### config.mk
export PLATFORM = sky130hd
export DESIGN_NAME = burst_sampler_window_stats_flat
export DESIGN_NICKNAME = d
export VERILOG_FILES = /design/src/design/bsws_pkg.sv /design/src/design/bsws_item_if.sv /design/src/design/bsws_result_if.sv /design/src/design/bsws_div.sv /design/src/design/bsws_ctrl.sv /design/src/design/bsws_dp.sv /design/src/design/burst_sampler_window_stats.sv /design/src/flat_wrapper.sv
export SDC_FILE = /design/constraint.sdc
export NUM_CORES = 1
export LEC_CHECK = 0
export BUFFER_PORTS_ARGS = -buffer_cell sky130_fd_sc_hd__buf_2
export CORE_MARGIN = 2
export CORE_UTILIZATION = 55
export CTS_CLUSTER_DIAMETER = 50
export DETAILED_ROUTE_END_ITERATION = 16
export GPL_ROUTABILITY_DRIVEN = 0
export PLACE_DENSITY = 0.75
export SLEW_MARGIN = 10
export SYNTH_ARGS = -nofsm -noshare
export SYNTH_HDL_FRONTEND = slang
export SYNTH_HIERARCHICAL = 1
export SYNTH_SLANG_ARGS = --single-unit
### constraint.sdc
create_clock -name clk -period 10.2 [get_ports clk]
set_input_delay 0.51 -clock clk [delete_from_list [all_inputs] [get_ports clk]]
set_output_delay 0.51 -clock clk [all_outputs]
set_load 0.01 [all_outputs]
### src/design/bsws_pkg.sv
package bsws_pkg;

  // Field widths fixed by the interface.
  localparam int SAMPLE_W = 16;
  localparam int WL_W     = 11;
  localparam int WAKE_W   = 32;
  localparam int CNT32_W  = 32;
  localparam int PADDR_W  = 3;
  localparam int PDATA_W  = 32;

  // Item kinds.
  localparam logic [1:0] CMD_TICK   = 2'd0;
  localparam logic [1:0] CMD_SAMPLE = 2'd1;
  localparam logic [1:0] CMD_BUTTON = 2'd2;

  // Operating modes.
  localparam logic [1:0] MODE_ACTIVE = 2'd0;
  localparam logic [1:0] MODE_IDLE   = 2'd1;
  localparam logic [1:0] MODE_BURST  = 2'd2;

  // Register indexes (byte address bit 2).
  localparam logic REG_WINDOW_LENGTH = 1'b0;
  localparam logic REG_WAKE_INTERVAL = 1'b1;

  // Register reset values.
  localparam logic [WL_W-1:0]   WL_RESET   = 11'd200;
  localparam logic [WAKE_W-1:0] WAKE_RESET = 32'd5000000;

  // Window reset values for the running extremes.
  localparam logic signed [SAMPLE_W-1:0] S16_MAX = 16'sh7FFF;
  localparam logic signed [SAMPLE_W-1:0] S16_MIN = 16'sh8000;

  // Millivolt scaling: x * 3600 / 4096, truncated toward zero.
  localparam int MV_PROD_W = 29;
  localparam int MV_SHIFT  = 12;
  localparam logic signed [MV_PROD_W-1:0] MV_SCALE    = 29'sd3600;
  localparam logic signed [MV_PROD_W-1:0] MV_ROUND_IN = 29'sd4095;

  // Controller to datapath.
  typedef struct packed {
    logic accept;
    logic div_start;
    logic finish;
  } ctrl_cmd_t;

  // Datapath to controller.
  typedef struct packed {
    logic window_full;
    logic div_busy;
    logic out_free;
  } dp_status_t;

  // Scale a raw sample to millivolts with truncation toward zero.
  function automatic logic signed [SAMPLE_W-1:0] to_mv(input logic signed [SAMPLE_W-1:0] x);
    logic signed [MV_PROD_W-1:0] p;
    p = MV_PROD_W'(x) * MV_SCALE;
    if (p[MV_PROD_W-1]) begin
      p = p + MV_ROUND_IN;
    end
    return p[MV_SHIFT+SAMPLE_W-1:MV_SHIFT];
  endfunction

endpackage

### src/design/bsws_item_if.sv
interface bsws_item_if;
  import bsws_pkg::*;

  logic                       valid;
  logic                       ready;
  logic [1:0]                 cmd;
  logic signed [SAMPLE_W-1:0] sample;
  logic                       button_changed;
  logic                       button_down;

  modport source (output valid, cmd, sample, button_changed, button_down, input ready);
  modport sink (input valid, cmd, sample, button_changed, button_down, output ready);
endinterface

### src/design/bsws_result_if.sv
interface bsws_result_if;
  import bsws_pkg::*;

  logic                       valid;
  logic                       ready;
  logic                       from_burst;
  logic [CNT32_W-1:0]         window_number;
  logic [CNT32_W-1:0]         burst_number;
  logic signed [SAMPLE_W-1:0] average_raw;
  logic signed [SAMPLE_W-1:0] minimum_raw;
  logic signed [SAMPLE_W-1:0] maximum_raw;
  logic signed [SAMPLE_W-1:0] average_mv;
  logic signed [SAMPLE_W-1:0] minimum_mv;
  logic signed [SAMPLE_W-1:0] maximum_mv;

  modport source (output valid, from_burst, window_number, burst_number, average_raw,
                  minimum_raw, maximum_raw, average_mv, minimum_mv, maximum_mv,
                  input ready);
  modport sink (input valid, from_burst, window_number, burst_number, average_raw,
                minimum_raw, maximum_raw, average_mv, minimum_mv, maximum_mv,
                output ready);
endinterface

### src/design/bsws_div.sv
module bsws_div #(
  parameter int DW = 27,
  parameter int VW = 11
) (
  input  logic          clk,
  input  logic          rst,
  input  logic          start,
  input  logic [DW-1:0] dividend,
  input  logic [VW-1:0] divisor,
  output logic          busy,
  output logic [DW-1:0] quotient
);
  localparam int CW = $clog2(DW + 1);

  logic [DW-1:0] quo;
  logic [VW-1:0] rem;
  logic [VW-1:0] dvs;
  logic [CW-1:0] cnt;
  logic [VW:0]   shifted;
  logic [VW:0]   diff;
  logic          fits;

  // One quotient bit per cycle, restoring form.
  assign shifted = {rem, quo[DW-1]};
  assign diff    = shifted - {1'b0, dvs};
  assign fits    = (shifted >= {1'b0, dvs});

  always_ff @(posedge clk) begin
    if (rst) begin
      busy <= 1'b0;
      cnt  <= '0;
    end else if (start) begin
      busy <= 1'b1;
      cnt  <= CW'(DW);
    end else if (busy) begin
      cnt <= cnt - 1'b1;
      if (cnt == CW'(1)) begin
        busy <= 1'b0;
      end
    end
  end

  always_ff @(posedge clk) begin
    if (start) begin
      quo <= dividend;
      rem <= '0;
      dvs <= divisor;
    end else if (busy) begin
      quo <= {quo[DW-2:0], fits};
      rem <= fits ? diff[VW-1:0] : shifted[VW-1:0];
    end
  end

  assign quotient = quo;
endmodule

### src/design/bsws_ctrl.sv
module bsws_ctrl (
  input  logic                  clk,
  input  logic                  rst,
  input  logic                  item_valid,
  output logic                  item_ready,
  input  bsws_pkg::dp_status_t  sts,
  output bsws_pkg::ctrl_cmd_t   cmd
);
  import bsws_pkg::*;

  localparam logic [1:0] ST_IDLE  = 2'd0;
  localparam logic [1:0] ST_START = 2'd1;
  localparam logic [1:0] ST_DIV   = 2'd2;
  localparam logic [1:0] ST_OUT   = 2'd3;

  logic [1:0] state;
  logic [1:0] state_next;

  // Items are taken only between windows.
  assign item_ready    = (state == ST_IDLE);
  assign cmd.accept    = item_ready & item_valid;
  assign cmd.div_start = (state == ST_START);
  assign cmd.finish    = (state == ST_OUT) & sts.out_free;

  // Sequencing of the end-of-window divide and result load.
  always_comb begin
    state_next = state;
    unique case (state)
      ST_IDLE: begin
        if (cmd.accept && sts.window_full) begin
          state_next = ST_START;
        end
      end
      ST_START: begin
        state_next = ST_DIV;
      end
      ST_DIV: begin
        if (!sts.div_busy) begin
          state_next = ST_OUT;
        end
      end
      ST_OUT: begin
        if (sts.out_free) begin
          state_next = ST_IDLE;
        end
      end
      default: begin
        state_next = ST_IDLE;
      end
    endcase
  end

  always_ff @(posedge clk) begin
    if (rst) begin
      state <= ST_IDLE;
    end else begin
      state <= state_next;
    end
  end
endmodule

### src/design/bsws_dp.sv
module bsws_dp #(
  parameter int MAX_WINDOW = 1024
) (
  input  logic                                  clk,
  input  logic                                  rst,
  input  bsws_pkg::ctrl_cmd_t                   cmd,
  output bsws_pkg::dp_status_t                  sts,
  input  logic [1:0]                            item_cmd,
  input  logic signed [bsws_pkg::SAMPLE_W-1:0]  item_sample,
  input  logic                                  item_button_changed,
  input  logic                                  item_button_down,
  input  logic [bsws_pkg::WL_W-1:0]             window_length,
  input  logic [bsws_pkg::WAKE_W-1:0]           wake_interval_ticks,
  output logic                                  out_valid,
  input  logic                                  out_ready,
  output logic                                  out_from_burst,
  output logic [bsws_pkg::CNT32_W-1:0]          out_window_number,
  output logic [bsws_pkg::CNT32_W-1:0]          out_burst_number,
  output logic signed [bsws_pkg::SAMPLE_W-1:0]  out_average_raw,
  output logic signed [bsws_pkg::SAMPLE_W-1:0]  out_minimum_raw,
  output logic signed [bsws_pkg::SAMPLE_W-1:0]  out_maximum_raw,
  output logic signed [bsws_pkg::SAMPLE_W-1:0]  out_average_mv,
  output logic signed [bsws_pkg::SAMPLE_W-1:0]  out_minimum_mv,
  output logic signed [bsws_pkg::SAMPLE_W-1:0]  out_maximum_mv
);
  import bsws_pkg::*;

  localparam int CNTW = $clog2(MAX_WINDOW + 1);
  localparam int SUMW = SAMPLE_W + CNTW;
  localparam int CW   = (CNTW > WL_W) ? CNTW : WL_W;

  logic [1:0]                 mode;
  logic [WAKE_W-1:0]          wake_countdown;
  logic [CNTW-1:0]            samples_taken;
  logic signed [SAMPLE_W-1:0] running_min;
  logic signed [SAMPLE_W-1:0] running_max;
  logic signed [SUMW-1:0]     running_sum;
  logic [CNT32_W-1:0]         windows_done;
  logic [CNT32_W-1:0]         bursts_done;
  logic                       sum_neg;

  logic [CW-1:0]              wl_ext;
  logic [CW-1:0]              eff_len;
  logic [CW-1:0]              count_inc;
  logic                       sampling;
  logic                       take_sample;
  logic                       press;
  logic [SUMW-1:0]            sum_mag;
  logic [SUMW-1:0]            quotient;
  logic signed [SAMPLE_W-1:0] avg;
  logic                       burst_win;
  logic [CNT32_W-1:0]         windows_inc;
  logic [CNT32_W-1:0]         bursts_inc;

  // Window length clamped to one through MAX_WINDOW.
  assign wl_ext  = CW'(window_length);
  assign eff_len = (wl_ext == '0) ? CW'(1) :
                   (wl_ext > CW'(MAX_WINDOW)) ? CW'(MAX_WINDOW) : wl_ext;

  assign sampling    = (mode == MODE_ACTIVE) || (mode == MODE_BURST);
  assign take_sample = cmd.accept && (item_cmd == CMD_SAMPLE) && sampling;
  assign press       = item_button_changed && item_button_down;
  assign count_inc   = CW'(samples_taken) + CW'(1);

  assign sts.window_full = (item_cmd == CMD_SAMPLE) && sampling && (count_inc >= eff_len);
  assign sts.out_free    = !out_valid || out_ready;

  // Magnitude division, sign restored afterwards for truncation toward zero.
  assign sum_mag = running_sum[SUMW-1] ? SUMW'(-running_sum) : SUMW'(running_sum);

  bsws_div #(
    .DW (SUMW),
    .VW (CNTW)
  ) u_div (
    .clk      (clk),
    .rst      (rst),
    .start    (cmd.div_start),
    .dividend (sum_mag),
    .divisor  (samples_taken),
    .busy     (sts.div_busy),
    .quotient (quotient)
  );

  assign avg         = sum_neg ? -quotient[SAMPLE_W-1:0] : quotient[SAMPLE_W-1:0];
  assign burst_win   = (mode == MODE_BURST);
  assign windows_inc = windows_done + 1'b1;
  assign bursts_inc  = burst_win ? (bursts_done + 1'b1) : bursts_done;

  // Mode, countdown and running window statistics.
  always_ff @(posedge clk) begin
    if (rst) begin
      mode           <= MODE_ACTIVE;
      wake_countdown <= '0;
      samples_taken  <= '0;
      running_min    <= S16_MAX;
      running_max    <= S16_MIN;
      running_sum    <= '0;
      windows_done   <= '0;
      bursts_done    <= '0;
    end else if (cmd.finish) begin
      windows_done  <= windows_inc;
      bursts_done   <= bursts_inc;
      samples_taken <= '0;
      running_min   <= S16_MAX;
      running_max   <= S16_MIN;
      running_sum   <= '0;
      if (burst_win) begin
        mode           <= MODE_IDLE;
        wake_countdown <= wake_interval_ticks;
      end
    end else if (cmd.accept) begin
      case (item_cmd)
        CMD_TICK: begin
          if (mode == MODE_IDLE) begin
            if (wake_countdown <= WAKE_W'(1)) begin
              wake_countdown <= '0;
              mode           <= MODE_BURST;
              samples_taken  <= '0;
              running_min    <= S16_MAX;
              running_max    <= S16_MIN;
              running_sum    <= '0;
            end else begin
              wake_countdown <= wake_countdown - 1'b1;
            end
          end
        end
        CMD_SAMPLE: begin
          if (take_sample) begin
            if (item_sample < running_min) begin
              running_min <= item_sample;
            end
            if (item_sample > running_max) begin
              running_max <= item_sample;
            end
            running_sum   <= running_sum + SUMW'(item_sample);
            samples_taken <= samples_taken + 1'b1;
          end
        end
        CMD_BUTTON: begin
          if (press && (mode == MODE_ACTIVE)) begin
            mode           <= MODE_IDLE;
            wake_countdown <= wake_interval_ticks;
            samples_taken  <= '0;
            running_min    <= S16_MAX;
            running_max    <= S16_MIN;
            running_sum    <= '0;
          end else if (press && (mode == MODE_IDLE)) begin
            mode          <= MODE_ACTIVE;
            samples_taken <= '0;
            running_min   <= S16_MAX;
            running_max   <= S16_MIN;
            running_sum   <= '0;
          end
        end
        default: begin
        end
      endcase
    end
  end

  // Sign of the sum captured with the divide.
  always_ff @(posedge clk) begin
    if (cmd.div_start) begin
      sum_neg <= running_sum[SUMW-1];
    end
  end

  // Result register and its valid flag.
  always_ff @(posedge clk) begin
    if (rst) begin
      out_valid <= 1'b0;
    end else if (cmd.finish) begin
      out_valid <= 1'b1;
    end else if (out_ready) begin
      out_valid <= 1'b0;
    end
  end

  always_ff @(posedge clk) begin
    if (cmd.finish) begin
      out_from_burst    <= burst_win;
      out_window_number <= windows_inc;
      out_burst_number  <= bursts_inc;
      out_average_raw   <= avg;
      out_minimum_raw   <= running_min;
      out_maximum_raw   <= running_max;
      out_average_mv    <= to_mv(avg);
      out_minimum_mv    <= to_mv(running_min);
      out_maximum_mv    <= to_mv(running_max);
    end
  end
endmodule

### src/design/burst_sampler_window_stats.sv
// Channel   Dir  Payload                                         Beat when
// item      in   cmd, sample, button_changed, button_down        valid & ready
// result    out  from_burst, window/burst numbers, raw/mv stats  valid & ready
// apb       in   window_length (0x0), wake_interval_ticks (0x4)  psel & penable & pwrite
//
// A tick, a button change or a sample that does not close a window leaves item.ready high.
// A sample that closes a window holds item.ready low through the start, divide and output
// states; the divide is paced by the one-bit-per-cycle restoring divider.
// The output state waits while an earlier result is still held in the result register.
// Reset is synchronous on rst; it clears control, mode, counters and the result valid flag.
module burst_sampler_window_stats #(
  parameter int MAX_WINDOW = 1024
) (
  input  logic                  clk,
  input  logic                  rst,
  bsws_item_if.sink             item,
  bsws_result_if.source         result,
  input  logic                  psel,
  input  logic                  penable,
  input  logic                  pwrite,
  input  logic [bsws_pkg::PADDR_W-1:0] paddr,
  input  logic [bsws_pkg::PDATA_W-1:0] pwdata,
  output logic [bsws_pkg::PDATA_W-1:0] prdata,
  output logic                  pready
);
  import bsws_pkg::*;

  logic [WL_W-1:0]   window_length;
  logic [WAKE_W-1:0] wake_interval_ticks;
  logic              reg_write;
  ctrl_cmd_t         cmd;
  dp_status_t        sts;

  // Configuration registers.
  assign pready    = 1'b1;
  assign reg_write = psel && penable && pwrite && pready;

  always_ff @(posedge clk) begin
    if (rst) begin
      window_length       <= WL_RESET;
      wake_interval_ticks <= WAKE_RESET;
    end else if (reg_write) begin
      unique case (paddr[2])
        REG_WINDOW_LENGTH: window_length       <= pwdata[WL_W-1:0];
        REG_WAKE_INTERVAL: wake_interval_ticks <= pwdata[WAKE_W-1:0];
        default: begin
        end
      endcase
    end
  end

  always_comb begin
    unique case (paddr[2])
      REG_WINDOW_LENGTH: prdata = PDATA_W'(window_length);
      REG_WAKE_INTERVAL: prdata = PDATA_W'(wake_interval_ticks);
      default:           prdata = '0;
    endcase
  end

  bsws_ctrl u_ctrl (
    .clk        (clk),
    .rst        (rst),
    .item_valid (item.valid),
    .item_ready (item.ready),
    .sts        (sts),
    .cmd        (cmd)
  );

  bsws_dp #(
    .MAX_WINDOW (MAX_WINDOW)
  ) u_dp (
    .clk                 (clk),
    .rst                 (rst),
    .cmd                 (cmd),
    .sts                 (sts),
    .item_cmd            (item.cmd),
    .item_sample         (item.sample),
    .item_button_changed (item.button_changed),
    .item_button_down    (item.button_down),
    .window_length       (window_length),
    .wake_interval_ticks (wake_interval_ticks),
    .out_valid           (result.valid),
    .out_ready           (result.ready),
    .out_from_burst      (result.from_burst),
    .out_window_number   (result.window_number),
    .out_burst_number    (result.burst_number),
    .out_average_raw     (result.average_raw),
    .out_minimum_raw     (result.minimum_raw),
    .out_maximum_raw     (result.maximum_raw),
    .out_average_mv      (result.average_mv),
    .out_minimum_mv      (result.minimum_mv),
    .out_maximum_mv      (result.maximum_mv)
  );
endmodule

### src/flat_wrapper.sv
// flat-port wrapper written by rule: the top's interface ports become plain ports
module burst_sampler_window_stats_flat import bsws_pkg::*;
#(
  parameter int MAX_WINDOW = 1024
)
  (clk, rst, psel, penable, pwrite, paddr, pwdata, prdata, pready, item_valid, item_cmd, item_sample, item_button_changed, item_button_down, item_ready, result_valid, result_from_burst, result_window_number, result_burst_number, result_average_raw, result_minimum_raw, result_maximum_raw, result_average_mv, result_minimum_mv, result_maximum_mv, result_ready);
  bsws_item_if item_i ();
  bsws_result_if result_i ();
  input  logic clk;
  input  logic rst;
  input  logic psel;
  input  logic penable;
  input  logic pwrite;
  input  logic [bsws_pkg::PADDR_W-1:0] paddr;
  input  logic [bsws_pkg::PDATA_W-1:0] pwdata;
  output logic [bsws_pkg::PDATA_W-1:0] prdata;
  output logic pready;
  input wire logic [$bits(item_i.valid)-1:0] item_valid;
  input wire logic [$bits(item_i.cmd)-1:0] item_cmd;
  input wire logic [$bits(item_i.sample)-1:0] item_sample;
  input wire logic [$bits(item_i.button_changed)-1:0] item_button_changed;
  input wire logic [$bits(item_i.button_down)-1:0] item_button_down;
  output wire logic [$bits(item_i.ready)-1:0] item_ready;
  output wire logic [$bits(result_i.valid)-1:0] result_valid;
  output wire logic [$bits(result_i.from_burst)-1:0] result_from_burst;
  output wire logic [$bits(result_i.window_number)-1:0] result_window_number;
  output wire logic [$bits(result_i.burst_number)-1:0] result_burst_number;
  output wire logic [$bits(result_i.average_raw)-1:0] result_average_raw;
  output wire logic [$bits(result_i.minimum_raw)-1:0] result_minimum_raw;
  output wire logic [$bits(result_i.maximum_raw)-1:0] result_maximum_raw;
  output wire logic [$bits(result_i.average_mv)-1:0] result_average_mv;
  output wire logic [$bits(result_i.minimum_mv)-1:0] result_minimum_mv;
  output wire logic [$bits(result_i.maximum_mv)-1:0] result_maximum_mv;
  input wire logic [$bits(result_i.ready)-1:0] result_ready;
  assign item_i.valid = item_valid;
  assign item_i.cmd = item_cmd;
  assign item_i.sample = item_sample;
  assign item_i.button_changed = item_button_changed;
  assign item_i.button_down = item_button_down;
  assign item_ready = item_i.ready;
  assign result_valid = result_i.valid;
  assign result_from_burst = result_i.from_burst;
  assign result_window_number = result_i.window_number;
  assign result_burst_number = result_i.burst_number;
  assign result_average_raw = result_i.average_raw;
  assign result_minimum_raw = result_i.minimum_raw;
  assign result_maximum_raw = result_i.maximum_raw;
  assign result_average_mv = result_i.average_mv;
  assign result_minimum_mv = result_i.minimum_mv;
  assign result_maximum_mv = result_i.maximum_mv;
  assign result_i.ready = result_ready;
  burst_sampler_window_stats #(.MAX_WINDOW(MAX_WINDOW)) u_core (.clk(clk), .rst(rst), .item(item_i), .result(result_i), .psel(psel), .penable(penable), .pwrite(pwrite), .paddr(paddr), .pwdata(pwdata), .prdata(prdata), .pready(pready));
endmodule
### Word level (Yosys, flattened, before mapping)

Cells that the tools add are included.
Widths: inputs -> output; s select.

* reductions and logical operators: 32
* multiplexer cells: 64
* equality and inequality tests: 22
* bitwise operators: 3
* add/sub/neg operators: 12
* order comparisons: 6
* $mul: 3

Operators by type and width (count)
* $mux 32: 7
* $mux 27: 8
* $mux 16: 13
* $pmux 32 s2: 2
* $pmux 16 s3: 2
* $mux 11: 8
* $add 28x13->28 const B: 3
* $mux 28: 3
* $pmux 27 s3: 1
* $mul 16x9->25 const B: 3
* $add 32x1->32 const B: 2
* $pmux 11 s3: 1
* $le 32x1->1 const B: 1
* $sub 32x1->32 const B: 1
* $add 27x16->27: 1
* $neg 27->27: 1
* $mux 2: 10
* $gt 16x16->1: 1
* $lt 16x16->1: 1
* $neg 16->16: 1
* $reduce_and 7->1: 2
* $ge 12x11->1: 1
* $ne 2x2->1 const B: 6
* $reduce_and 6->1: 2
* 29 further kinds: 61

* output and inout port bits: 196
* register bits: 431

### Logic depth before layout (Yosys ltp)

* depth after elaboration: 8
* gate-level depth with buffers: 22

### By module

Netlist, hierarchy kept.

By module, submodules not included
* bsws_dp: cells an instance 2521, instances 1, area an instance 23983.0 um2, sequential area each 8247.9 um2
* bsws_div: cells an instance 240, instances 1, area an instance 2854.0 um2, sequential area each 1481.4 um2
* burst_sampler_window_stats: cells an instance 220, instances 1, area an instance 2149.6 um2, sequential area each 860.8 um2
* bsws_ctrl: cells an instance 22, instances 1, area an instance 195.2 um2, sequential area each 40.0 um2

### Worst setup path after synthesis

OpenSTA, ideal clock, no wires.

* kind: reg2reg
* from: register u_core.u_dp.u_div.quo[10], in the netlist u_core/u_dp/u_div/quotient[10]
* to: register u_core/u_dp/out_average_mv[14] (netlist bit) (data pin)
* library setup time: 0.263 ns
* arrival time: 5.920 ns
* cell stages (with the launch flop): 22
* slack: 4.016 ns
* clock period less this slack: 6.184 ns
* data required time: 9.937 ns
* cell sequence: edfxtp_1 or4_4 or3_4 o21ai_0 xor2_1 inv_1 ha_1 inv_1 fa_1 inv_1 fa_1 ha_1 ha_1 and3_1 a31oi_1 o21ai_0 a41oi_1 o21ai_0 xnor2_4 nor3_1 nand4_1 xor2_1

* longest elaborated chain between the ends: 5

RTL lines
* start, declared: RTL line bsws_div.sv:15 `logic [DW-1:0] quo;`
* start signal, assigned: RTL line bsws_div.sv:45 `quo <= dividend;`
* start signal, assigned: RTL line bsws_div.sv:49 `quo <= {quo[DW-2:0], fits};`
* $neg 16->16 *: RTL line bsws_dp.sv:84 `assign avg = sum_neg ? -quotient[SAMPLE_W-1:0] : quotient[SAMPLE_W-1:0];`
* $mux 16 *: RTL line bsws_dp.sv:84
* named net u_core.u_dp.avg[13]: RTL line bsws_dp.sv:50 `logic signed [SAMPLE_W-1:0] avg;`
* $mul 16x9->25 *: RTL line bsws_pkg.sv:56 `p = MV_PROD_W'(x) * MV_SCALE;`
* $add 28x13->28: RTL line bsws_pkg.sv:58 `p = p + MV_ROUND_IN;`
* $mux 28 *: RTL line bsws_pkg.sv:57 `if (p[MV_PROD_W-1]) begin`
* end signal, assigned: RTL line bsws_dp.sv:187 `out_average_mv <= to_mv(avg);`
* end, declared: RTL line bsws_dp.sv:22 `output logic signed [bsws_pkg::SAMPLE_W-1:0] out_average_mv,`

The timed path passes the listed nets; every way through them passes the cells marked *.
A chain may end at the register's enable or synchronous reset.

### Worst setup path in the final report

* from: register u_core.u_dp.u_div.quo[7], in the netlist u_core/u_dp/u_div/quotient[7]
* to: register u_core/u_dp/out_average_mv[14] (netlist bit) (data pin)

Same word-level chain as after synthesis.

==> results.json <==
{
  "status": "finished, final reports clean",
  "post_layout_nonfiller_instances": 3945,
  "clock.fmax_mhz": 143,
  "clk_path_buf_depth": 3,
  "async_flop_share": 0,
  "synthFlopType": "dfxtp_1",
  "hold_class": "in -> reg",
  "drc": 0,
  "cts_sinks": 431,
  "syn_to_final_growth_pct": 12.0,
  "htreeDepth": 2,
  "cts_tree": "done",
  "wl_per_cell_um": 16.5,
  "drive_gt1_frac": 0.136,
  "synth-edff-count": 200,
  "grt_max_degree": 97,
  "synth_cells": 3003,
  "worstPathArrival_ns": 7.33,
  "hold_viol_final": 0,
  "relSlewSlack": 0.129,
  "dp_hpwl_um": 47900,
  "drv_slew": 0,
  "ctsHoldBuffers": 0,
  "skew_ns": 0.0150,
  "postCtsResizedCells": 0,
  "die_h_um": 234,
  "antenna_found_initial": 5,
  "fin_crit_ns": 7.01,
  "grt_pass1_wl_um": 106000,
  "synthTopCellsByArea": "edfxtp_1 (21%), dfxtp_1 (16%), ha_1 (12%)",
  "ys_seq_elements": 431,
  "critPathKind": "reg -> reg",
  "via_per_inst": 5.67,
  "cp_cell_sequence": "or4_4, or3_4, o21ai_0, xor2_1, inv_1, ha_1, inv_1, fa_1, inv_1, fa_1, ha_1, ha_1, and3_1, a31oi_1, o21ai_0, a41oi_1, o21ai_0, xnor2_4, nor3_1, nand4_1, xor2_1",
  "yosys_warnings": 6,
  "fillers": 4292,
  "min_to": "u_core/wake_interval_ticks[27]",
  "worstHoldStart": "pwdata[27]",
  "grt_pass1_vias": 21844,
  "nets": 3631,
  "min_path_cells": 3,
  "numCtsBuffers": 50,
  "synth_area_per_cell_um2": 9.72,
  "core_um2": 52600,
  "netlist.top_cell.by_area": "edfxtp_1",
  "worstRegToRegCells": 21,
  "dr.pass1.iters": 5,
  "final-setup-viol-count": 0,
  "yosys.area.top_type_share": 0.206,
  "reg2reg_from": "u_core/u_dp/u_div/quotient[7]",
  "clkTransAtPathRegs_ns": 0.06,
  "synth-seq-area-share": 0.364,
  "yosysMostFrequentCell": "nor2_1",
  "setup_tns_ns": 0,
  "io_pins": 258,
  "grt_overflow": 0,
  "synth_commonest_cells": "nor2_1 (282), ha_1 (279), inv_1 (238)",
  "max_stage_delay_ns": 0.58,
  "synth.net_count": 3420,
  "place.port_buffers": 254,
  "row_count": 84,
  "ant_nets": 0,
  "rrSetupSlack_ns": 3.19,
  "startpoint": "u_core/u_dp/u_div/quotient[7]",
  "wl_um": 65100,
  "chipWidth_um": 234,
  "dieArea_um2": 54900,
  "rsz0062_at_grt": "no",
  "insertion_delay_ns": 0.60,
  "place_inst": 3850,
  "cp-start-kind": "flip-flop",
  "cts_setup_buffers": 0,
  "vias": 22380,
  "dr.first_iter.drc_count": 1430,
  "period_share": 0.687,
  "syn-cell-area_um2": 29200,
  "grt_util_all_layers": 0.234,
  "cts_root_buf": "clkbuf_16",
  "synthDistinctLibCells": 105,
  "drv_cap": 0,
  "required_ns": 10.53,
  "end_kind": "flip-flop",
  "reg2reg_to": "u_core/u_dp/out_average_mv[14]",
  "worst_pin_slew_ns": 1.31,
  "start_util": 0.555,
  "cp_slowest_cell": "xor2_1",
  "crit_fanout": 8
}
==> flip-flops by register name (all words and copies together), names as in the netlist, 27 cells and up <==
signal and count:
u_core/u_dp/bursts_done 32, u_core/u_dp/out_burst_number 32, u_core/u_dp/out_window_number 32, u_core/u_dp/wake_countdown 32, u_core/u_dp/windows_done 32, u_core/wake_interval_ticks 32
u_core/u_dp/running_sum 27, u_core/u_dp/u_div/quotient 27
==> worst max-delay path: cells and delay by family, from the launching register on <==
kind	cells	cell delay, ns
DFF	1	0.50
AOI/OAI and AO/OA	5	1.11
adders and majority gates	5	1.93
buffers and inverters	3	0.30
xor gates and xnor gates	3	1.01
and+or+nand+nor	5	1.89
==> how the worst max path moves through the flow <==
stage / endpoint / slack [ns]
4_1_cts: u_core/u_dp/out_average_mv[14] / 3.19
5_1_grt: u_core/u_dp/out_average_mv[14] / 2.81
3_3_place_gp: u_core/u_dp/out_average_mv[14] / 3.39
3_5_place_dp: u_core/u_dp/out_average_mv[14] / 3.21
6_report: u_core/u_dp/out_average_mv[14] / 3.19
2_1_floorplan: u_core/u_dp/out_average_mv[14] / 4.02
==> stage by stage <==
stage	worst slack [ns]	area, um2	hold WS, ns	util
after global placement	3.39	30900	0.468	0.589
after detailed placement	3.21	30900	0.482	0.589
final	3.19	32700	0.173	0.622
after CTS	3.19	32700	0.146	0.622
after global routing	2.81	32700	0.163	0.622
after floorplan	4.02	29200	0.406	-
==> cell usage in the layout (no fill, tap or decap), types with 21 or more instances in the layout <==
master,synthesis,final
buf_2,7,253
a211oi_1,21,21
a22o_1,31,31
a21oi_1,120,120
nor2_1,282,281
o21ai_0,115,115
mux2_2,41,41
o31ai_1,24,24
fa_1,76,76
a21o_1,31,31
clkbuf_16,0,55
and2_1,38,38
dfxtp_1,231,231
nor3_1,55,55
o21a_1,22,22
and3_1,43,43
inv_1,238,238
a22oi_1,31,31
nand3_1,69,69
or3_1,27,27
nor4_1,28,27
xnor2_1,168,168
nand4_1,32,32
edfxtp_1,200,200
ha_1,279,278
mux2i_1,78,78
nor2b_1,27,27
nand2_1,170,170
xor2_1,143,143
nand2b_1,91,91
==> final cells by class <==
class | count | area [um2] | share of cell area
Multi-Input combinational cell | 2227 | 17200 | 0.526
Sequential cell | 431 | 10600 | 0.325
Clock buffer | 66 | 1480 | 0.0452
Timing Repair Buffer | 263 | 1340 | 0.0410
Inverter | 241 | 908 | 0.0278
Tap cell | 688 | 861 | 0.0263
Clock inverter | 27 | 253 | 0.00773
Antenna cell | 2 | 5.00 | 0.000153
==> routing by layer <==
metal / vias to the layer above / part of all wire / routed length (um) / GRT usage
met2: 560 / 0.49 / 32200 / 0.413
met1: 10711 / 0.43 / 28200 / 0.293
met4: 6 / 0.027 / 1760 / 0.0741
li1: 10982 / - / - / -
met3: 121 / 0.045 / 2940 / 0.0371
met5: - / 0.00063 / 41 / 0
==> logic make-up after synthesis <==
family	share of synthesized area
AND/OR/NAND/NOR	0.162
buffers and inverters	0.0471
other	0.000129
AO/OA/AOI/OAI	0.117
flip-flops	0.364
XOR/XNOR	0.0948
multiplexers	0.0431
adder cells (fa/ha/maj)	0.172
Power is not shown: default switching activity piles up to over one toggle a cycle in this logic, so the estimate is an artifact.
